==> config.mk <==
export PLATFORM = sky130hd
export DESIGN_NAME = msm_resq
export DESIGN_NICKNAME = d
export VERILOG_FILES = /design/src/hw/rtl/msm_pkg.sv /design/src/hw/rtl/msm_resq.sv
export SDC_FILE = /design/constraint.sdc
export NUM_CORES = 1
export LEC_CHECK = 0
export BUFFER_PORTS_ARGS = -buffer_cell sky130_fd_sc_hd__buf_4
export CAP_MARGIN = 20
export CORE_ASPECT_RATIO = 2
export CORE_MARGIN = 2
export CORE_UTILIZATION = 40
export DETAILED_ROUTE_END_ITERATION = 8
export GPL_TIMING_DRIVEN = 1
export PLACE_DENSITY_LB_ADDON = 0.05
export SYNTH_ARGS = -nofsm -noshare
export SYNTH_HDL_FRONTEND = slang
export SYNTH_SLANG_ARGS = --single-unit
export TNS_END_PERCENT = 50
==> constraint.sdc <==
create_clock -name clk -period 2.2 [get_ports clk]
set_input_delay 0.33 -clock clk [delete_from_list [all_inputs] [get_ports clk]]
set_output_delay 0.33 -clock clk [all_outputs]
set_load 0.01 [all_outputs]
==> src/hw/rtl/msm_pkg.sv <==
// Shared types, codes and default sizes for the multi-source stereo mixer.
// No dependencies; every other file of the block but msm_ram uses it.
`timescale 1ns / 1ps

package msm_pkg;

  localparam int DEF_NUM_SOURCES = 4;
  localparam int DEF_FIFO_FRAMES = 1024;
  localparam int DEF_MIX_FRAMES  = 32;

  localparam int NUM_REGS  = 4;
  localparam int CQ_DEPTH  = 2;  // front-to-back command queue
  localparam int RQ_DEPTH  = 4;  // result queue

  localparam logic       ACT_WRITE = 1'b0;
  localparam logic       ACT_MIX   = 1'b1;
  localparam logic       KIND_WR   = 1'b0;
  localparam logic       KIND_MIX  = 1'b1;
  localparam logic [3:0] CHAN_RESET = 4'd2;

  typedef struct packed {
    logic               is_mix;
    logic [1:0]         source;
    logic signed [15:0] sample;
    logic [10:0]        write_frames;
    logic               silence;
  } cmd_t;

  typedef struct packed {
    logic               kind;
    logic               write_status;
    logic               frame_valid;
    logic signed [17:0] mix_left;
    logic signed [17:0] mix_right;
    logic               is_last;
  } res_t;

  typedef struct packed {
    logic full;
    logic room2;  // at least two free slots
  } rq_stat_t;

  typedef enum logic [1:0] {
    ST_IDLE,
    ST_MIX_RUN,
    ST_MIX_END
  } state_t;

endpackage

==> src/hw/rtl/msm_resq.sv <==
// Result queue between the back end and the output ports.
// Depends on msm_pkg.
`timescale 1ns / 1ps

module msm_resq (
  input  logic              clk,
  input  logic              rst_n,
  input  logic              res_push,
  input  msm_pkg::res_t     res,
  output msm_pkg::rq_stat_t stat,
  output logic              empty,
  input  logic              pop,
  output msm_pkg::res_t     head
);

  localparam int QW = $clog2(msm_pkg::RQ_DEPTH);
  localparam int CW = $clog2(msm_pkg::RQ_DEPTH + 1);

  msm_pkg::res_t q_r [msm_pkg::RQ_DEPTH];
  logic [QW-1:0] wr_r, rd_r;
  logic [CW-1:0] cnt_r;
  logic          deq;

  assign empty      = (cnt_r == '0);
  assign deq        = pop && !empty;
  assign head       = q_r[rd_r];
  assign stat.full  = (cnt_r == CW'(msm_pkg::RQ_DEPTH));
  assign stat.room2 = (cnt_r <= CW'(msm_pkg::RQ_DEPTH - 2));

  always_ff @(posedge clk) begin
    if (res_push) begin
      q_r[wr_r] <= res;
    end
  end

  always_ff @(posedge clk) begin
    if (!rst_n) begin
      wr_r  <= '0;
      rd_r  <= '0;
      cnt_r <= '0;
    end else begin
      if (res_push) begin
        wr_r <= (wr_r == QW'(msm_pkg::RQ_DEPTH - 1)) ? '0 : wr_r + 1'b1;
      end
      if (deq) begin
        rd_r <= (rd_r == QW'(msm_pkg::RQ_DEPTH - 1)) ? '0 : rd_r + 1'b1;
      end
      cnt_r <= cnt_r + CW'(res_push) - CW'(deq);
    end
  end

endmodule

==> summary.md, run 1 <==
| Metric | Value |
|---|---|
| Status | `complete, no violations` |
| Startpoint Class | `flop` |
| Initial antenna violation count | `0` |
| Top cells by count, synth | `edfxtp_1, mux4_2, dfxtp_1` |
| Post-DRT Antenna Nets | `0` |
| Post_cts resized | `0` |
| Total gr overflow | `0` |
| Cell Pwr Density | `1070 nW/um^2` |
| Max_slew headroom | `69.1%` |
| Clk_skew | `0.0121 ns` |
| Ys Warns | `0` |
| Die H | `181 um` |
| Setup violators final | `0` |
| Synth Register Bits | `169` |
| Maximum vdd drop | `0.729 mV` |
| Area growth syn-to-layout | `26.0%` |
| Final WL | `around 12 mm` |
| Yosys top cell by area | `edfxtp_1` |
| Via count | `slightly below 3,000` |
| Cts bufs inserted | `17` |
| Sequence of cells on the critical path | `buf_4, mux4_2, buf_4` |
| Port buffer count | `86` |
| Post-synth EDFFs | `160` |
| Period utilisation layout | `94.2%` |
| Synth unique cells | `20` |
| Max frequency | `about 480 MHz` |
| Core Rows | `64` |
| Routed len/inst | `20.0 um` |
| TritonRoute pass-1 iters | `4` |
| TNS Setup | `0 ns` |
| Crit path max fanout | `12` |
| Leak Pwr | `2.72 nW` |
| Hold slack | `0.112 ns` |
| Vias per cell | `5.01` |
| Layout cells sized above 1 | `46.8%` |
| Htree depth | `4` |
| CTS tree | `done` |
| Pre-CTS WS | `about 0.26 ns` |
| Netlist Area Pre-Place | `~6300 sq um` |
| Crit path setup slack, layout | `0.127 ns` |
| Hold Path Class | `in -> reg` |
| Net Count, Synth | `311` |
| Vias in the first global route | `3,229` |
| Routability cong. | `0.674` |
| Clock root cell | `clkbuf_16` |
| Critical Path Max Stage Delay | `0.52 ns` |
| Slowest stage cell, crit path | `dfxtp_2` |
| RSZ-0062 raised after global routing | `no` |
| DRC | `0` |
| Largest cells by area after synthesis | `edfxtp_1, mux4_2, dfxtp_1, ha_1, buf_12` |
| Ys async rst share | `0%` |
| Die width | `around 90 um` |
| Worst path required time | `1.87 ns` |
| CTS Sinks | `between 150 and 200` |
| Nets | `420` |
| Die area | `16,800 sq um` |
| Worst-Margin Slew | `0.463 ns` |
| Clock-pin slew on the worst setup and hold paths | `0.06 ns` |
| Final Hold Vio Count | `0` |
| 1st-iter DRT viols | `159` |
| Largest net degree at the start of global routing | `21` |
| Diode count | `0` |
| # IOs | `87` |
| Ys flop type | `edfxtp_1` |
| Count leader, synth | `edfxtp_1` |
| Top-area cell type share of the netlist area | `around three quarters` |
| Critical path type | `reg -> out` |
| Syn Inst Count | `~260` |
| Non-Filler Instances | `~580` |
| Placed instance count | `between 500 and 600` |
| CP Capture Type | `primary output` |
| Syn Area/Cell | `24.4 sq um` |
| GRT Util Overall | `14.8%` |
| Minimum clock period | `2.07 ns` |
| Dpl hpwl | `7.52 mm` |
| Max-slew violations | `0` |
| Initial cell density of the core | `about two fifths` |
| Max cap viols | `0` |
| First-pass GRT wire length | `18.0 mm` |
| Worst Path Arrival | `1.74 ns` |
| Clk_lat worst skew | `0.41 ns` |
| Crit path top cell by count | `buf_4` |
| Register area share after synthesis | `between 70% and 80%` |
| Core Box Area | `15,400 sq um` |
| CTS Buffer Depth | `2` |
-- per-layer routing --
layer	GRT usage [%]	vias up	routed length, um
li1	-	1295	-
met1	16.5	1514	4360
met2	26.2	67	6460
met3	4.27	11	494
met4	6.06	0	193
met5	0	-	0
-- path summary, 6_finish.rpt --
check             slack (ns)  cells after the start              endpoint                 start
hold / removal          0.11                      1  q_r[1][38]$_DFFE_PP_               res[38]
hold reg to reg         0.50                      2                  flop  rd_r[0]$_SDFFE_PN0N_
setup reg to reg        0.26                      8   cnt_r[2]$_SDFF_PN0_   cnt_r[1]$_SDFF_PN0_
setup / recovery        0.13                      3              head[39]                  flop
-- final cells by class --
type / instances / area (sq um)
clock inverter: 13 / 171
multi-input combinational: 72 / 1170
fill: 1290 / 7440
tap: 198 / 248
timing repair buffer: 99 / 893
clock buffer: 17 / 425
inverter: 8 / 30.0
sequential: 169 / 4990
-- kinds of logic (layout without fill, tap and decap cells) --
group | count (synthesis) | after routing | synth area share, %
AND/OR/NAND/NOR | 16 | 16 | 1.39
AO/OA/AOI/OAI | 3 | 3 | 0.358
XOR/XNOR | 1 | 1 | 0.139
flip-flops | 169 | 169 | 79.2
adder cells (fa/ha/maj) | 9 | 9 | 1.91
buffers and inverters | 17 | 137 | 2.25
multiplexers | 43 | 43 | 14.8
-- worst max-delay path: cells and delay by family (launching register included) --
family	cells	cell delay, ns
muxes	1	0.35
buffers and inverters	2	0.46
DFF	1	0.52
-- flip-flops by register name (all words and copies together), names as in the netlist, named ones only --
signal and count:
q_r 160, wr_r 2, rd_r 2, cnt_r 3
-- stage by stage --
stage	util (%)	area (sq um)	power [W]
after detailed placement	47.6	7320	0.00561
after global placement	47.6	7320	0.00560
after CTS	51.6	7930	0.00864
after global routing	51.6	7930	0.00888
final	51.6	7930	0.00850
after floorplan	-	6300	0.00492
-- timing repair --
action	in CTS	in global routing
hold buffers	0	0
endpoints found under the setup margin	25	0
buffers inserted	1	0
-- report_power, final --
| part | internal [W] | switching (W) | total, W |
|---|---|---|---|
| Clock | 0.00179 | 0.00119 | 0.00298 |
| Combinational | 0.000985 | 0.000749 | 0.00173 |
| Sequential | 0.00370 | 0.0000916 | 0.00379 |
| Total | 0.00647 | 0.00203 | 0.00850 |
-- cell usage in the layout (no fill, tap or decap), types with 4 or more instances in the layout --
cell / count
edfxtp_1: 160
buf_4: 87
mux4_2: 40
clkbuf_16: 17
buf_12: 12
inv_1: 8
ha_1: 8
dfxtp_1: 7
clkinv_4: 5
and2_2: 4
Power figures use the tool's default switching activity.
==> run 2: changes to the inputs <==
--- a/config.mk
+++ b/config.mk
@@ -7,7 +7,6 @@
 export LEC_CHECK = 0
 export BUFFER_PORTS_ARGS = -buffer_cell sky130_fd_sc_hd__buf_4
 export CAP_MARGIN = 20
-export CORE_ASPECT_RATIO = 2
 export CORE_MARGIN = 2
 export CORE_UTILIZATION = 40
 export DETAILED_ROUTE_END_ITERATION = 8
==> run 2 against run 1 <==
  * Final cell count up 3.0%
  * Non-clock buffer count is 2 higher
  * Die area down 0.36%
  * Maximum frequency up 1.9%
  * First-iteration DRC count decreased by 32%
  * Final area down 0.47%
  * Critical path depth is the same
  * Combinational power hardly changed
  * Worst setup slack gained 0.038 ns
  * Sequential power about the same
  * Total power up 0.80%
  * Clock power up 4%
  * Largest power group unchanged
==> summary.md, run 2 (same netlist as run 1, synthesis figures left out) <==
| Metric | Value |
|---|---|
| Status | `complete, no violations` |
| Die width | `129 um (+40%)` |
| Worst path required time | `1.87 ns (about the same)` |
| Cts bufs inserted | `17 (unchanged)` |
| Critical path type | `reg -> out` |
| Clk_skew | `0.00596 ns (-0.00618 ns)` |
| TritonRoute pass-1 iters | `6 (+2)` |
| Post-CTS Hold Buffers | `0 (unchanged)` |
| Dpl hpwl | `6.87 mm (-8.6%)` |
| Routed len/inst | `18.4 um (-7.7%)` |
| CTS Sinks | `169 (unchanged)` |
| Setup violators final | `0 (unchanged)` |
| Core Rows | `45 (-30%)` |
| Diode count | `0 (unchanged)` |
| Htree depth | `4 (unchanged)` |
| Largest net degree at the start of global routing | `24 (+14%)` |
| Initial cell density of the core | `41.1% (+0.16 points)` |
| Port buffer count | `86 (unchanged)` |
| # IOs | `87 (unchanged)` |
| Design area | `7900 sq um (-0.47%)` |
| Clk_lat worst skew | `0.42 ns (about the same)` |
| CTS Buffer Depth | `2 (unchanged)` |
| Worst-Margin Slew | `0.562 ns (+0.0983 ns)` |
| Largest register by flop count | `q_r` |
| Vias per cell | `4.77 (-4.8%)` |
| Nets | `422 (+0.48%)` |
| Period utilisation layout | `92.5% (-1.7 points)` |
| Worst Path Arrival | `1.71 ns (-0.03 ns)` |
| Reg power frac | `44.0% (-0.6 points)` |
| Util after Layout | `51.6% (about the same)` |
| Comb power frac | `20.0% (-0.4 points)` |
| Startpoint Class | `flop` |
| 1st-iter DRT viols | `108 (-32%)` |
| Leak Pwr | `2.70 nW (-0.74%)` |
| Max cap viols | `0 (unchanged)` |
| TNS Setup | `0 ns (unchanged)` |
| Maximum vdd drop | `0.648 mV (-11%)` |
| Max reg flops | `160 (unchanged)` |
| Clock root cell | `clkbuf_16` |
| Area after DPL | `7250 sq um (-0.87%)` |
| Clock power frac | `36.0% (+1.0 points)` |
| Crit path setup slack, layout | `0.165 ns (+0.0382 ns)` |
| CP Capture Type | `primary output` |
| Hold Path Class | `in -> reg` |
| Total gr overflow | `0 (unchanged)` |
| Initial antenna violation count | `0 (unchanged)` |
| Sw frac | `23.5% (-0.32 points)` |
| Routability cong. | `0.675 (+0.16%)` |
| Crit path max fanout | `16 (+4)` |
| First-pass GRT wire length | `16.8 mm (-6.5%)` |
| RSZ-0062 raised after global routing | `no` |
| Post-DRT Antenna Nets | `0 (unchanged)` |
| Core Box Area | `15,300 sq um (-0.39%)` |
| Int Pwr | `0.00655 W (+1.2%)` |
| Max-slew violations | `0 (unchanged)` |
| Via count | `2,830 (-2.0%)` |
| Max_slew headroom | `62.6% (-6.6 points)` |
| Cell Pwr Density | `1080 nW/um^2 (+1.3%)` |
| GRT Util Overall | `14.1% (-0.69 points)` |
| Pre-CTS WS | `0.259 ns (+0.00128 ns)` |
| Most common cell after layout, fill and taps aside | `edfxtp_1` |
| CTS tree | `done` |
| Sw Pwr | `0.00202 W (-0.57%)` |
| Die H | `129 um (-29%)` |
| Final Hold Vio Count | `0 (unchanged)` |
| Final WL | `10.9 mm (-5.0%)` |
| Area growth syn-to-layout | `25.4%` |
| DRC | `0 (unchanged)` |
| Die area | `16,800 sq um (-0.36%)` |
| Vias in the first global route | `3,047 (-5.6%)` |
| Most frequent cells in the layout | `edfxtp_1, buf_4, mux4_2, clkbuf_16` |
| Layout cells sized above 1 | `47.4% (+0.56 points)` |
| Clock-pin slew on the worst setup and hold paths | `0.07 ns (about the same)` |
| Max frequency | `491 MHz (+1.9%)` |
| Top flop regs | `q_r: 160 flops, cnt_r: 3 flops` |
| Minimum clock period | `2.04 ns (-0.0382 ns)` |
## run 2: through the flow
step / hold slack (ns) / power, W / cells
2_1_floorplan: 0.429 / 0.00492 / 258
3_3_place_gp: 0.477 / 0.00557 / 559
3_5_place_dp: 0.485 / 0.00558 / 559
4_1_cts: 0.0921 / 0.00869 / 593
5_1_grt: 0.0857 / 0.00896 / 593
6_report: 0.112 / 0.00857 / 593
## run 2: power groups by stage
stage / combinational [W] / sequential, W / clock [W]
6_report: 0.00171 / 0.00377 / 0.00309
2_1_floorplan: 0.00111 / 0.00381 / 0
4_1_cts: 0.00177 / 0.00377 / 0.00316
3_3_place_gp: 0.00170 / 0.00387 / 0
5_1_grt: 0.00186 / 0.00379 / 0.00331
3_5_place_dp: 0.00171 / 0.00388 / 0
## run 2: area by class of cell
type	instances	area [sq um]
inverter	8	30.0
sequential	169	4990
fill	1267	7420
clock inverter	15	203
tap	211	264
clock buffer	17	425
multi-input combinational	72	1170
timing repair buffer	101	808
## run 2: worst paths after layout
path	from	to	slack, ns	depth (start not counted)
max	flop	head[3]	0.16	3
min reg2reg	rd_r[1]$_SDFFE_PN0N_	flop	0.50	2
min	res[22]	q_r[2][22]$_DFFE_PP_	0.11	1
max reg2reg	cnt_r[1]$_SDFF_PN0_	cnt_r[2]$_SDFF_PN0_	0.26	8
## run 2: critical path, cell delays in order (launching register included)
cell and delay [ns]:
dfxtp_4 0.39, buf_12 0.19, mux4_2 0.53, buf_4 0.16
## run 2: routing by layer
metal	vias to the layer above	part of all wire (%)	global-route usage (%)	wire length [um]
met5	-	0	0	0
met4	0	0.67	4.36	73
li1	1298	-	-	-
met1	1464	44	18.4	4820
met2	63	50	22.0	5440
met3	5	5.5	5.45	600
## run 2: what timing repair did
action / CTS / global route
buffers inserted: 2 / 0
resized for setup: 0 / 0
setup endpoints to repair: 31 / 0
