$ cat src/hw/rtl/msm_pkg.sv
// Shared types, codes and default sizes for the multi-source stereo mixer.
// No dependencies; every other file of the block but msm_ram uses it.
`timescale 1ns / 1ps

package msm_pkg;

  localparam int DEF_NUM_SOURCES = 4;
  localparam int DEF_FIFO_FRAMES = 1024;
  localparam int DEF_MIX_FRAMES  = 32;

  localparam int NUM_REGS  = 4;
  localparam int CQ_DEPTH  = 2;  // front-to-back command queue
  localparam int RQ_DEPTH  = 4;  // result queue

  localparam logic       ACT_WRITE = 1'b0;
  localparam logic       ACT_MIX   = 1'b1;
  localparam logic       KIND_WR   = 1'b0;
  localparam logic       KIND_MIX  = 1'b1;
  localparam logic [3:0] CHAN_RESET = 4'd2;

  typedef struct packed {
    logic               is_mix;
    logic [1:0]         source;
    logic signed [15:0] sample;
    logic [10:0]        write_frames;
    logic               silence;
  } cmd_t;

  typedef struct packed {
    logic               kind;
    logic               write_status;
    logic               frame_valid;
    logic signed [17:0] mix_left;
    logic signed [17:0] mix_right;
    logic               is_last;
  } res_t;

  typedef struct packed {
    logic full;
    logic room2;  // at least two free slots
  } rq_stat_t;

  typedef enum logic [1:0] {
    ST_IDLE,
    ST_MIX_RUN,
    ST_MIX_END
  } state_t;

endpackage

$ cat src/hw/rtl/msm_front.sv
// Front end: accepts input requests, classifies them and queues them for the back end.
// Depends on msm_pkg.
`timescale 1ns / 1ps

module msm_front (
  input  logic               clk,
  input  logic               rst_n,
  input  logic               push,
  output logic               full,
  input  logic               in_action,
  input  logic [1:0]         in_source,
  input  logic signed [15:0] in_sample,
  input  logic [10:0]        in_write_frames,
  input  logic               in_silence,
  output logic               cmd_valid,
  output msm_pkg::cmd_t      cmd,
  input  logic               cmd_pop
);

  localparam int QW = $clog2(msm_pkg::CQ_DEPTH);
  localparam int CW = $clog2(msm_pkg::CQ_DEPTH + 1);

  msm_pkg::cmd_t    q_r [msm_pkg::CQ_DEPTH];
  logic [QW-1:0]    wr_r, rd_r;
  logic [CW-1:0]    cnt_r;
  msm_pkg::cmd_t    in_cmd;
  logic             acc;

  assign full      = (cnt_r == CW'(msm_pkg::CQ_DEPTH));
  assign cmd_valid = (cnt_r != '0);
  assign cmd       = q_r[rd_r];
  assign acc       = push && !full;

  always_comb begin
    in_cmd.is_mix       = (in_action == msm_pkg::ACT_MIX);
    in_cmd.source       = in_source;
    in_cmd.sample       = in_sample;
    in_cmd.write_frames = in_write_frames;
    in_cmd.silence      = in_silence;
  end

  always_ff @(posedge clk) begin
    if (acc) begin
      q_r[wr_r] <= in_cmd;
    end
  end

  always_ff @(posedge clk) begin
    if (!rst_n) begin
      wr_r  <= '0;
      rd_r  <= '0;
      cnt_r <= '0;
    end else begin
      if (acc) begin
        wr_r <= (wr_r == QW'(msm_pkg::CQ_DEPTH - 1)) ? '0 : wr_r + 1'b1;
      end
      if (cmd_pop) begin
        rd_r <= (rd_r == QW'(msm_pkg::CQ_DEPTH - 1)) ? '0 : rd_r + 1'b1;
      end
      cnt_r <= cnt_r + CW'(acc) - CW'(cmd_pop);
    end
  end

endmodule

$ cat config.mk
export PLATFORM = sky130hd
export DESIGN_NAME = msm_front
export DESIGN_NICKNAME = d
export VERILOG_FILES = /design/src/hw/rtl/msm_pkg.sv /design/src/hw/rtl/msm_front.sv
export SDC_FILE = /design/constraint.sdc
export NUM_CORES = 1
export LEC_CHECK = 0
export BUFFER_PORTS_ARGS = -buffer_cell sky130_fd_sc_hd__buf_2
export CORE_MARGIN = 1.5
export CORE_UTILIZATION = 51
export CTS_CLUSTER_SIZE = 20
export DETAILED_ROUTE_END_ITERATION = 16
export GPL_TIMING_DRIVEN = 0
export PLACE_DENSITY = 0.78
export SETUP_SLACK_MARGIN = 0.3
export SYNTH_ARGS = -nofsm -noshare
export SYNTH_HDL_FRONTEND = slang
export SYNTH_SLANG_ARGS = --single-unit
$ cat constraint.sdc
create_clock -name clk -period 2.7 [get_ports clk]
set_clock_uncertainty 0.2 [all_clocks]
set_input_delay 0.135 -clock clk [delete_from_list [all_inputs] [get_ports clk]]
set_output_delay 0.135 -clock clk [all_outputs]
set_load 0.005 [all_outputs]
==> results of run 1 <==
## area by class of cell
cell class / instances / area (µm²)
Buffer: 3 / 33.8
Clock buffer: 10 / 128
Clock inverter: 4 / 43.8
Fill cell: 316 / 1310
Inverter: 3 / 11.3
Multi-Input combinational cell: 49 / 475
Sequential cell: 67 / 1960
Tap cell: 54 / 67.6
Timing Repair Buffer: 100 / 666
## sequential cells by signal, indices dropped and copies added (netlist names), named ones only
register  cells
wr_r          1
q_r          62
rd_r          1
cnt_r         2
## worst max-delay path, cell delays in order, from the launching register on
cell	delay [ns]
sky130_fd_sc_hd__dfxtp_1	0.35
sky130_fd_sc_hd__nand2b_1	0.17
sky130_fd_sc_hd__nand2_1	0.15
sky130_fd_sc_hd__nor2_4	0.70
## cells in the mapped netlist (all sizes together), types with 2 or more instances
| cell | n |
|---|---|
| buf | 3 |
| mux2 | 31 |
| and2 | 2 |
| nand2b | 2 |
| inv | 3 |
| nor2 | 4 |
| nand2 | 2 |
| dfxtp | 5 |
| edfxtp | 62 |
| ha | 2 |
## cell families after synthesis
| group | Yosys count |
|---|---|
| flip-flops | 67 |
| XOR/XNOR | 2 |
| adder cells (fa/ha/maj) | 2 |
| multiplexers | 32 |
| AND/OR/NAND/NOR | 13 |
| buffers and inverters | 6 |
## per-stage QoR
step	instance area, µm²	hold WS [ns]	util
after global routing	3390	0.0363	0.722
after floorplan	2480	0.0339	-
final	3390	0.00963	0.722
after global placement	2880	0.122	0.614
after CTS	3390	0.00242	0.722
after detailed placement	2880	0.128	0.615
## report_power, final
part	switching, mW	leakage, nW	total, mW	internal (mW)
clock	0.334	0.0894	0.744	0.410
combinational	0.171	0.622	0.367	0.196
sequential	0.0329	0.619	1.30	1.26
total	0.538	1.33	2.41	1.87
## routing by layer
metal / vias up / routed length, µm
met4: 0 / 92
met5: - / 0
li1: 685 / -
met2: 41 / 2520
met3: 9 / 174
met1: 677 / 1820
## worst paths after layout
path | to | from | cells after the start
worst max-delay path | q_r[0][22]$_DFFE_PP_ | cnt_r[0]$_SDFF_PN0_ | 3
worst min-delay path | wr_r$_SDFFE_PN0P_ | push | 3
worst max register to register | q_r[0][22]$_DFFE_PP_ | cnt_r[0]$_SDFF_PN0_ | 3
worst min register to register | cnt_r[1]$_SDFF_PN0_ | cnt_r[1]$_SDFF_PN0_ | 2
## layout by cell type, fill, tap and decap left out
master                          Yosys  layout
sky130_fd_sc_hd__or2_2              1       1
sky130_fd_sc_hd__nor3_1             1       1
sky130_fd_sc_hd__buf_6              3       3
sky130_fd_sc_hd__mux2i_1            1       1
sky130_fd_sc_hd__nor2_1             4       3
sky130_fd_sc_hd__and3_2             0       1
sky130_fd_sc_hd__inv_1              3       3
sky130_fd_sc_hd__clkbuf_8           0       9
sky130_fd_sc_hd__edfxtp_1          62      62
sky130_fd_sc_hd__mux2_2            31      31
sky130_fd_sc_hd__ha_1               2       2
sky130_fd_sc_hd__buf_2              0      67
sky130_fd_sc_hd__and2_1             2       2
sky130_fd_sc_hd__dfxtp_1            5       5
sky130_fd_sc_hd__nor2_4             0       1
sky130_fd_sc_hd__clkbuf_1           0       1
sky130_fd_sc_hd__nand2b_1           2       2
sky130_fd_sc_hd__nand2_1            2       2
sky130_fd_sc_hd__dlygate4sd3_1      0      33
sky130_fd_sc_hd__xor2_1             1       1
sky130_fd_sc_hd__bufinv_16          0       1
sky130_fd_sc_hd__clkinv_1           0       1
sky130_fd_sc_hd__xnor2_1            1       1
sky130_fd_sc_hd__clkinv_2           0       2
## timing repair
action,in CTS,in global routing
endpoints found under the hold margin,67,0
endpoints found under the setup margin,0,0
hold buffers,33,0
setup buffers,0,0
==> summary.md, run 1 <==
- **TritonCTS clock tree** built
- **Setup Slack @ Placement** 0.381 ns
- **combinational family with the most area after synthesis** multiplexers
- **die boundary height** 72.6 µm
- **transition at the pin with the smallest max-transition slack** 0.880 ns
- **setup-violating endpoint count in the final report** 0
- **Clock Sink Count** 67
- **number of global-route vias before repair** 1518
- **routability cong.** 0.735
- **status** finished clean
- **synthesized-area fraction occupied by xor and xnor cells** 0.00708
- **final setup TNS** 0 ns
- **Final Hold Viols** 0
- **antenna diode count** 0
- **share of synthesized flip-flops with an asynchronous set or reset** 0
- **core region area** 4690 µm²
- **unrepaired setup endpoints after global routing** false
- **top area cells in the synthesized netlist** sky130_fd_sc_hd__edfxtp_1 (75%), sky130_fd_sc_hd__mux2_2 (14%), sky130_fd_sc_hd__dfxtp_1 (4.0%)
- **post-route total power** 2.41 mW
- **global-route met3 utilization** 0.0401
- **period utilization** 0.719
- **all-layer global routing usage** 0.188
- **Boundary Pins** 68
- **number of cells in the finished layout apart from fillers** 290
- **maximum number of pins on one net before global-route repair** 32
- **fraction of synthesized area in multiplexers** 0.145
- **data arrival time of the critical path** 1.69 ns
- **via density per instance** 4.87
- **least setup slack across all paths after layout** 0.759 ns
- **first-pass GRT wire length** 7000 µm
- **number of distinct library cells after synthesis** 16
- **share of the synthesized area in the top cell type** 0.753
- **simple-gate share of the synthesized area** 0.0263
- **initial detailed-routing violation count** 48
- **fraction of met2 tracks used by global routing** 0.341
- **complex-gate fraction of the synthesized area** 0
- **P&R area growth vs syn** 36.9%
- **antenna violations before repair** 0
- **Hold Crit Class** in -> reg
- **clock insertion delay at the later pin of the skew report** 0.33 ns
- **Syn Std Cell Area** 2470 µm²
- **Clock transition at path regs** 0.06 ns
- **Slew Viols, Final** 0
- **MaxCap Viol Count** 0
- **Avg Synthesized Cell Area** 20.3 µm²
- **remaining max-slew budget at the tightest pin** 0.412
- **number of enable-type register cells in the synthesized netlist** 62
- **number of storage elements in the synthesis netlist** 67
- **area leader, netlist** sky130_fd_sc_hd__edfxtp_1
- **total grt overflow** 0
- **data required time of the worst path** 2.45 ns
- **type of destination of the critical path** flop
- **Root Buffer Master** sky130_fd_sc_hd__clkbuf_8
- **Resized Gates After CTS** 0
- **drt total wl** 4600 µm
- **post-synth net total** 159
- **die width** 72.6 µm
- **top flip-flop cell by instance count after synthesis** sky130_fd_sc_hd__edfxtp_1
- **share of synthesized cell area in full adder, half adder and majority cells** 0.0101
- **Port Buffers** 67
- **H-tree depth reported by CTS** 3
- **HPWL after detailed placement** 2800 µm
- **Seq/Total Area, Yosys** 0.793
- **initial core utilization** 0.527
- **full die area** 5280 µm²
- **maximum clock insertion buffer count** 2
- **detail-routed net length per standard cell** 15.9 µm
- **highest attainable clock frequency** 515 MHz
- **reported leakage power** 1.33 nW
- **total power per unit cell area** 711 nW/µm²
- **VDD IR max** 0.677 mV
- **met1 track utilization from global routing** 0.202
- **share of cells above drive strength 1** 0.492
- **number of buffers added by the clock tree synthesis step** 9
- **critical path peak fanout** 31
- **Worst R2R Setup Slack** 0.76 ns
- **total number of vias** 1412
- **count of antenna-violating nets left after detailed routing** 0
- **Period minus WS final** 1.94 ns
- **Layout Nets** 270
- **Row Count** 25
- **most heavily used metal layer in global routing** met2
- **critical path class** reg -> reg
- **Cells after Synth** 122
- **post-placement cell count** 243
- **element type at the critical path start** flop
- **first drt pass iteration count** 5
- **yosys warns** 0
- **remaining routing DRC violations** 0
Note: power is estimated with default switching activity, not from simulation.
==> run 2: changes to the inputs <==
Settings changed: ABC_AREA set to 1.
Clock period 2.7 ns to 1.95 ns, I/O delays scaled along.
==> run 2 against run 1 <==
Compared with the run above:
- via count grew 12%
- fmax grew 17%
- combinational power grew 60%
- sequential share of layout area shrank 3.8 points
- non-clock buffer count grew 16
- critical endpoint is now cnt_r[1]$_SDFF_PN0_
- largest cell class unchanged
==> summary.md, run 2 <==
- **area leader, netlist** sky130_fd_sc_hd__edfxtp_1
- **Clock Sink Count** 67, unchanged
- **number of buffers added by the clock tree synthesis step** 9, unchanged
- **cell with the most instances after synthesis** sky130_fd_sc_hd__edfxtp_1
- **die boundary height** 72.7 µm, +0.12%
- **Syn Std Cell Area** 2480 µm², +0.25%
- **initial core utilization** 0.529, +0.00133
- **total number of vias** 1578, +12%
- **remaining max-slew budget at the tightest pin** 0.745, +0.333
- **Hold Worst Slack** 0.277 ns, +0.268 ns
- **data required time of the worst path** 2.01 ns, -0.44 ns
- **setup-violating endpoint count in the final report** 0, unchanged
- **Cells after Synth** 131, +7.4%
- **FF+latch area** 1970 µm², +0.32%
- **commonest cells after routing, fill and taps aside** sky130_fd_sc_hd__buf_2 (67), sky130_fd_sc_hd__edfxtp_1 (62), sky130_fd_sc_hd__dlygate4sd3_1 (34)
- **Row Count** 25, unchanged
- **Clock transition at path regs** 0.07 ns, about the same
- **drt total wl** 5160 µm, +12%
- **data arrival time of the critical path** 1.73 ns, +0.04 ns
- **fill cell count** 277, -12%
- **critical path peak fanout** 2, -94%
- **antenna violations before repair** 0, unchanged
- **cell area after layout** 3640 µm², +7.4%
- **Top Registers** q_r x62, cnt_r x2
- **Top reg by flops** q_r
- **post-synth net total** 168, +5.7%
- **TritonCTS clock tree** built
- **type of destination of the critical path** flop
- **Layout Nets** 297, +10%
- **maximum clock insertion buffer count** 2, unchanged
- **Boundary Pins** 68, unchanged
- **total cell area at the placement stage** 2890 µm², +0.35%
- **post-route total power** 3.29 mW, +36%
- **transition at the pin with the smallest max-transition slack** 0.381 ns, -0.498 ns
- **number of distinct library cells after synthesis** 10, -6
- **P&R area growth vs syn** 46.7%
- **reported leakage power** 1.44 nW, +8.4%
- **total grt overflow** 0, unchanged
- **share of synthesized flip-flops with an asynchronous set or reset** 0, unchanged
- **period utilization** 0.852, +0.132
- **routability cong.** 0.731, -0.60%
- **number of storage elements in the synthesis netlist** 67, unchanged
- **first-pass GRT wire length** 7660 µm, +9.5%
- **detail-routed net length per standard cell** 16.2 µm, +1.9%
- **Hold Crit Class** in -> reg
- **first drt pass iteration count** 4, -1
- **total power per unit cell area** 904 nW/µm², +27%
- **yosys warns** 0, unchanged
- **critical path class** reg -> reg
- **element type at the critical path start** flop
- **number of enable-type register cells in the synthesized netlist** 62, unchanged
- **die width** 72.7 µm, +0.12%
- **Final Hold Viols** 0, unchanged
- **count of antenna-violating nets left after detailed routing** 0, unchanged
- **full die area** 5290 µm², +0.23%
- **remaining routing DRC violations** 0, unchanged
- **Slew Viols, Final** 0, unchanged
- **share of the synthesized area in the top cell type** 0.751, -0.00190
- **via density per instance** 4.95, +1.6%
- **highest attainable clock frequency** 602 MHz, +17%
- **Avg Synthesized Cell Area** 18.9 µm², -6.6%
- **unrepaired setup endpoints after global routing** true
- **initial detailed-routing violation count** 78, +63%
- **Port Buffers** 67, unchanged
- **commonest non-fill, non-tap cell in the layout** sky130_fd_sc_hd__buf_2
- **Period minus WS final** 1.66 ns, -0.281 ns
- **Root Buffer Master** sky130_fd_sc_hd__clkbuf_8
- **clock insertion delay at the later pin of the skew report** 0.33 ns, about the same
- **area of the multi-input gates** 527 µm², +11%
- **Seq/Total Area, Yosys** 0.791, -0.00200
- **top area cells in the synthesized netlist** sky130_fd_sc_hd__edfxtp_1 (75%), sky130_fd_sc_hd__mux2_2 (14%), sky130_fd_sc_hd__dfxtp_1 (4.0%)
- **VDD IR max** 0.702 mV, +3.8%
- **top flip-flop cell by instance count after synthesis** sky130_fd_sc_hd__edfxtp_1
- **synth cell count leaders** sky130_fd_sc_hd__edfxtp_1 (62), sky130_fd_sc_hd__mux2_2 (31), sky130_fd_sc_hd__nand2_1 (10)
- **status** finished clean
- **number of global-route vias before repair** 1591, +4.8%
- **post-placement cell count** 252, +3.7%
- **HPWL after detailed placement** 2790 µm, -0.49%
- **all-layer global routing usage** 0.207, +0.0192
- **H-tree depth reported by CTS** 3, unchanged
- **core region area** 4690 µm², unchanged
- **MaxCap Viol Count** 0, unchanged
- **number of cells in the finished layout apart from fillers** 319, +10%
- **maximum number of pins on one net before global-route repair** 16, -50%
- **flip-flop count of the largest register after layout** 62, unchanged
- **antenna diode count** 0, unchanged
- **share of cells above drive strength 1** 0.558, +0.0670
==> run 2: cell type report <==
type	count	area share
inverters	8	0.00929
plain buffers	3	0.0124
multi-input cells	54	0.145
repair inverters	1	0.00206
repair buffers	116	0.228
well taps	54	0.0186
flip-flops and latches	67	0.541
clock buffers	9	0.0341
clock inverters	7	0.00963
==> run 2: routing by layer <==
layer  up-vias  global-route usage  routed length [µm]
li1        748                   -                   -
met1       772               0.250                2070
met2        50               0.347                2790
met3         8              0.0732                 235
met4         0              0.0734                  67
met5         -                   0                   0
==> run 2: final timing paths <==
path,slack [ns],end,startpoint,depth (start not counted)
setup reg to reg,0.29,cnt_r[1]$_SDFF_PN0_,cnt_r[0]$_SDFF_PN0_,11
hold reg to reg,0.32,flop,rd_r$_SDFFE_PN0P_,2
hold / removal,0.28,q_r[1][19]$_DFFE_PP_,in_sample[7],2
setup / recovery,0.29,cnt_r[1]$_SDFF_PN0_,cnt_r[0]$_SDFF_PN0_,11
==> run 2: kinds of logic (layout without fill, tap and decap cells) <==
logic type	Yosys count	count (layout)	share of synthesized area
mux	31	31	0.141
flops	67	67	0.791
simple gates	18	19	0.0283
compound gates	2	2	0.00404
fa+ha+maj	2	2	0.0101
buf+inv	11	144	0.0257
==> run 2: repair_timing <==
action | CTS | global route
pin swaps | 5 | 3
hold endpoints to repair | 67 | 0
buffers inserted | 13 | 2
gates resized for setup | 14 | 10
cloned | 2 | 0
hold buffers | 34 | 0
endpoints found under the setup margin | 94 | 77
==> run 2: critical path, stage by stage, from the launching register on <==
cell and delay (ns):
sky130_fd_sc_hd__dfxtp_2 0.35, sky130_fd_sc_hd__inv_2 0.05, sky130_fd_sc_hd__nand2_4 0.07, sky130_fd_sc_hd__nand2_4 0.06, sky130_fd_sc_hd__ha_4 0.26, sky130_fd_sc_hd__inv_1 0.04
sky130_fd_sc_hd__ha_2 0.18, sky130_fd_sc_hd__inv_2 0.06, sky130_fd_sc_hd__nand2_2 0.07, sky130_fd_sc_hd__nand3_2 0.07, sky130_fd_sc_hd__nand2_1 0.07, sky130_fd_sc_hd__nor2_1 0.11
==> run 2: metrics by stage <==
stage                util  setup slack, ns  TNS [ns]
global placement    0.617           0.0809         0
finish              0.775            0.289         0
floorplan               -            0.313         0
global route        0.775            0.175         0
detailed placement  0.617          -0.0337     -1.40
CTS                 0.766            0.287         0
==> run 2: power breakdown <==
part	leakage (nW)	switching (mW)	internal (mW)
clock	0.0836	0.493	0.442
sequential	0.621	0.0449	1.72
combinational	0.738	0.266	0.322
==> run 3: changes to the inputs <==
Settings changed: ABC_AREA 1 to not set, MAX_ROUTING_LAYER set to met4.
Clock period 1.95 ns to 1.8 ns, I/O delays scaled along.
==> run 3 against run 2 <==
Compared with the run above:
- largest power group unchanged
- register-to-register slack lost 0.17 ns
- non-clock buffer count shrank 4
- flip-flop and latch count unchanged
- wire length is 13% higher
- sequential power rose by 12%
==> summary.md, run 3 (synthesis gave the netlist of run 1 again) <==
- **antenna violations before repair** 1, +1
- **type of destination of the critical path** output pin
- **Sequential Power Share** 0.461, -0.075
- **number of global-route vias before repair** 1580, -0.69%
- **count of antenna-violating nets left after detailed routing** 0, unchanged
- **total power per unit cell area** 1070 nW/µm², +18%
- **highest attainable clock frequency** 588 MHz
- **number of buffers added by the clock tree synthesis step** 9, unchanged
- **first-pass GRT wire length** 7460 µm, -2.6%
- **reported leakage power** 1.64 nW, +13%
- **total grt overflow** 0, unchanged
- **flip-flop count of the largest register after layout** 62, unchanged
- **Routed met3 length** 285 µm, +21%
- **Layout Nets** 283, -4.7%
- **switching fraction of total power** 0.230, -0.0147
- **Period minus WS final** 1.70 ns
- **core region area** 4690 µm², unchanged
- **all-layer global routing usage** 0.210, +0.00250
- **fill cell count** 204, -26%
- **VDD IR max** 0.849 mV, +21%
- **TritonCTS clock tree** built
- **P&R area growth vs syn** 62.4%
- **Clock Sink Count** 67, unchanged
- **share of cells above drive strength 1** 0.570, +0.0112
- **transition at the pin with the smallest max-transition slack** 0.450 ns, +0.0687 ns
- **Slew Viols, Final** 0, unchanged
- **maximum clock insertion buffer count** 2, unchanged
- **maximum number of pins on one net before global-route repair** 32, +16
- **data required time of the worst path** 1.51 ns, -0.50 ns
- **initial detailed-routing violation count** 85, +9.0%
- **Hold Worst Slack** 0.109 ns, -0.169 ns
- **total number of vias** 1577, -0.063%
- **MaxCap Viol Count** 0, unchanged
- **Critical-path top delay cell** sky130_fd_sc_hd__dfxtp_4
- **delay of the slowest cell on the worst path** 0.46 ns, +0.11 ns
- **element type at the critical path start** flop
- **Top Registers** q_r x62, cnt_r x2
- **post-placement cell count** 243, -3.6%
- **Row Count** 25, unchanged
- **cell area after layout** 4020 µm², +10%
- **Boundary Pins** 68, unchanged
- **full die area** 5280 µm², -0.23%
- **cells along the critical path** clkbuf_16 > mux2_4 > buf_6
- **remaining max-slew budget at the tightest pin** 0.700, -0.0454
- **Root Buffer Master** sky130_fd_sc_hd__clkbuf_8
- **detail-routed net length per standard cell** 19.1 µm, +18%
- **die boundary height** 72.6 µm, -0.12%
- **period utilization** 0.944
- **Clock transition at path regs** 0.07 ns, about the same
- **drt total wl** 5850 µm, +13%
- **least setup slack across all paths after layout** 0.100 ns, -0.189 ns
- **die width** 72.6 µm, -0.12%
- **final setup TNS** 0 ns, unchanged
- **remaining routing DRC violations** 0, unchanged
- **total cell area at the placement stage** 2920 µm², +0.78%
- **combinational power share** 0.233, +0.054
- **Worst R2R Setup Slack** 0.12 ns, -0.17 ns
- **reported net switching power** 0.984 mW, +22%
- **Setup Slack @ Placement** -0.0643 ns, -0.0306 ns
- **clock insertion delay at the later pin of the skew report** 0.33 ns, about the same
- **critical path class** reg -> out
- **first drt pass iteration count** 6, +2
- **post-route total power** 4.28 mW, +30%
- **number of cells in the finished layout apart from fillers** 306, -4.1%
- **via density per instance** 5.15, +4.2%
- **critical path peak fanout** 7, +5
- **data arrival time of the critical path** 1.41 ns, -0.32 ns
- **commonest cells after routing, fill and taps aside** sky130_fd_sc_hd__edfxtp_1 (62), sky130_fd_sc_hd__buf_2 (36), sky130_fd_sc_hd__dlygate4sd3_1 (33), sky130_fd_sc_hd__buf_6 (33), sky130_fd_sc_hd__mux2_4 (30)
- **unrepaired setup endpoints after global routing** true
- **H-tree depth reported by CTS** 3, unchanged
- **routability cong.** 0.693, -5.1%
- **HPWL after detailed placement** 2710 µm, -3.0%
- **Internal Pwr Total** 3.30 mW, +33%
- **status** finished clean
- **initial core utilization** 0.527, -0.00133
- **post-layout util** 0.856, +0.0808
- **highest routed layer** met4
- **Top reg by flops** q_r
- **Hold Crit Class** in -> reg
- **M1 WL** 2170 µm, +5.2%
- **commonest non-fill, non-tap cell in the layout** sky130_fd_sc_hd__edfxtp_1
- **setup-violating endpoint count in the final report** 0, unchanged
- **wire length on met2** 3210 µm, +15%
- **Final Hold Viols** 0, unchanged
- **clock network fraction of design power** 0.306, +0.021
- **Port Buffers** 67, unchanged
==> run 3: cell type report <==
type | instances | area, µm² | share of cell area
diodes | 1 | 2.50 | 0.000623
plain buffers | 3 | 45.0 | 0.0112
clock buffers | 10 | 128 | 0.0318
clock inverters | 6 | 80.1 | 0.0199
inverters | 3 | 11.3 | 0.00280
multi-input cells | 50 | 667 | 0.166
flip-flops and latches | 67 | 1970 | 0.490
well taps | 54 | 67.6 | 0.0168
repair buffers | 112 | 1050 | 0.261
==> run 3: layer usage <==
layer | vias to the layer above | global-route usage
met3 | 14 | 0.0483
met5 | - | -
met1 | 780 | 0.224
met2 | 65 | 0.356
li1 | 718 | -
met4 | 0 | 0.124
==> run 3: worst paths after layout <==
kind,from,to,cells past startpoint
worst max-delay path,flop,cmd[6],3
worst min-delay path,cmd_pop,cnt_r[1]$_SDFF_PN0_,5
worst max register to register,cnt_r[0]$_SDFF_PN0_,cnt_r[1]$_SDFF_PN0_,8
worst min register to register,rd_r$_SDFFE_PN0P_,rd_r$_SDFFE_PN0P_,2
==> run 3: power by group through the flow <==
stage	clock network (mW)	logic, mW	registers (mW)
final	1.31	0.997	1.97
after global routing	1.39	1.05	1.98
after CTS	1.33	0.712	1.95
after detailed placement	0	0.519	1.98
after global placement	0	0.496	1.97
after floorplan	0	0.305	1.96
==> run 3: what timing repair did <==
action,in CTS,in global routing
setup buffers,9,0
resized for setup,10,66
endpoints found under the hold margin,67,0
hold buffers,33,0
cloned,1,3
setup endpoints to repair,95,95
pin swaps,5,1
==> run 3: critical path, delay by kind of cell (launching register included) <==
family | cells | cell delay, ns
flops | 1 | 0.46
mux | 1 | 0.30
buf+inv | 2 | 0.31
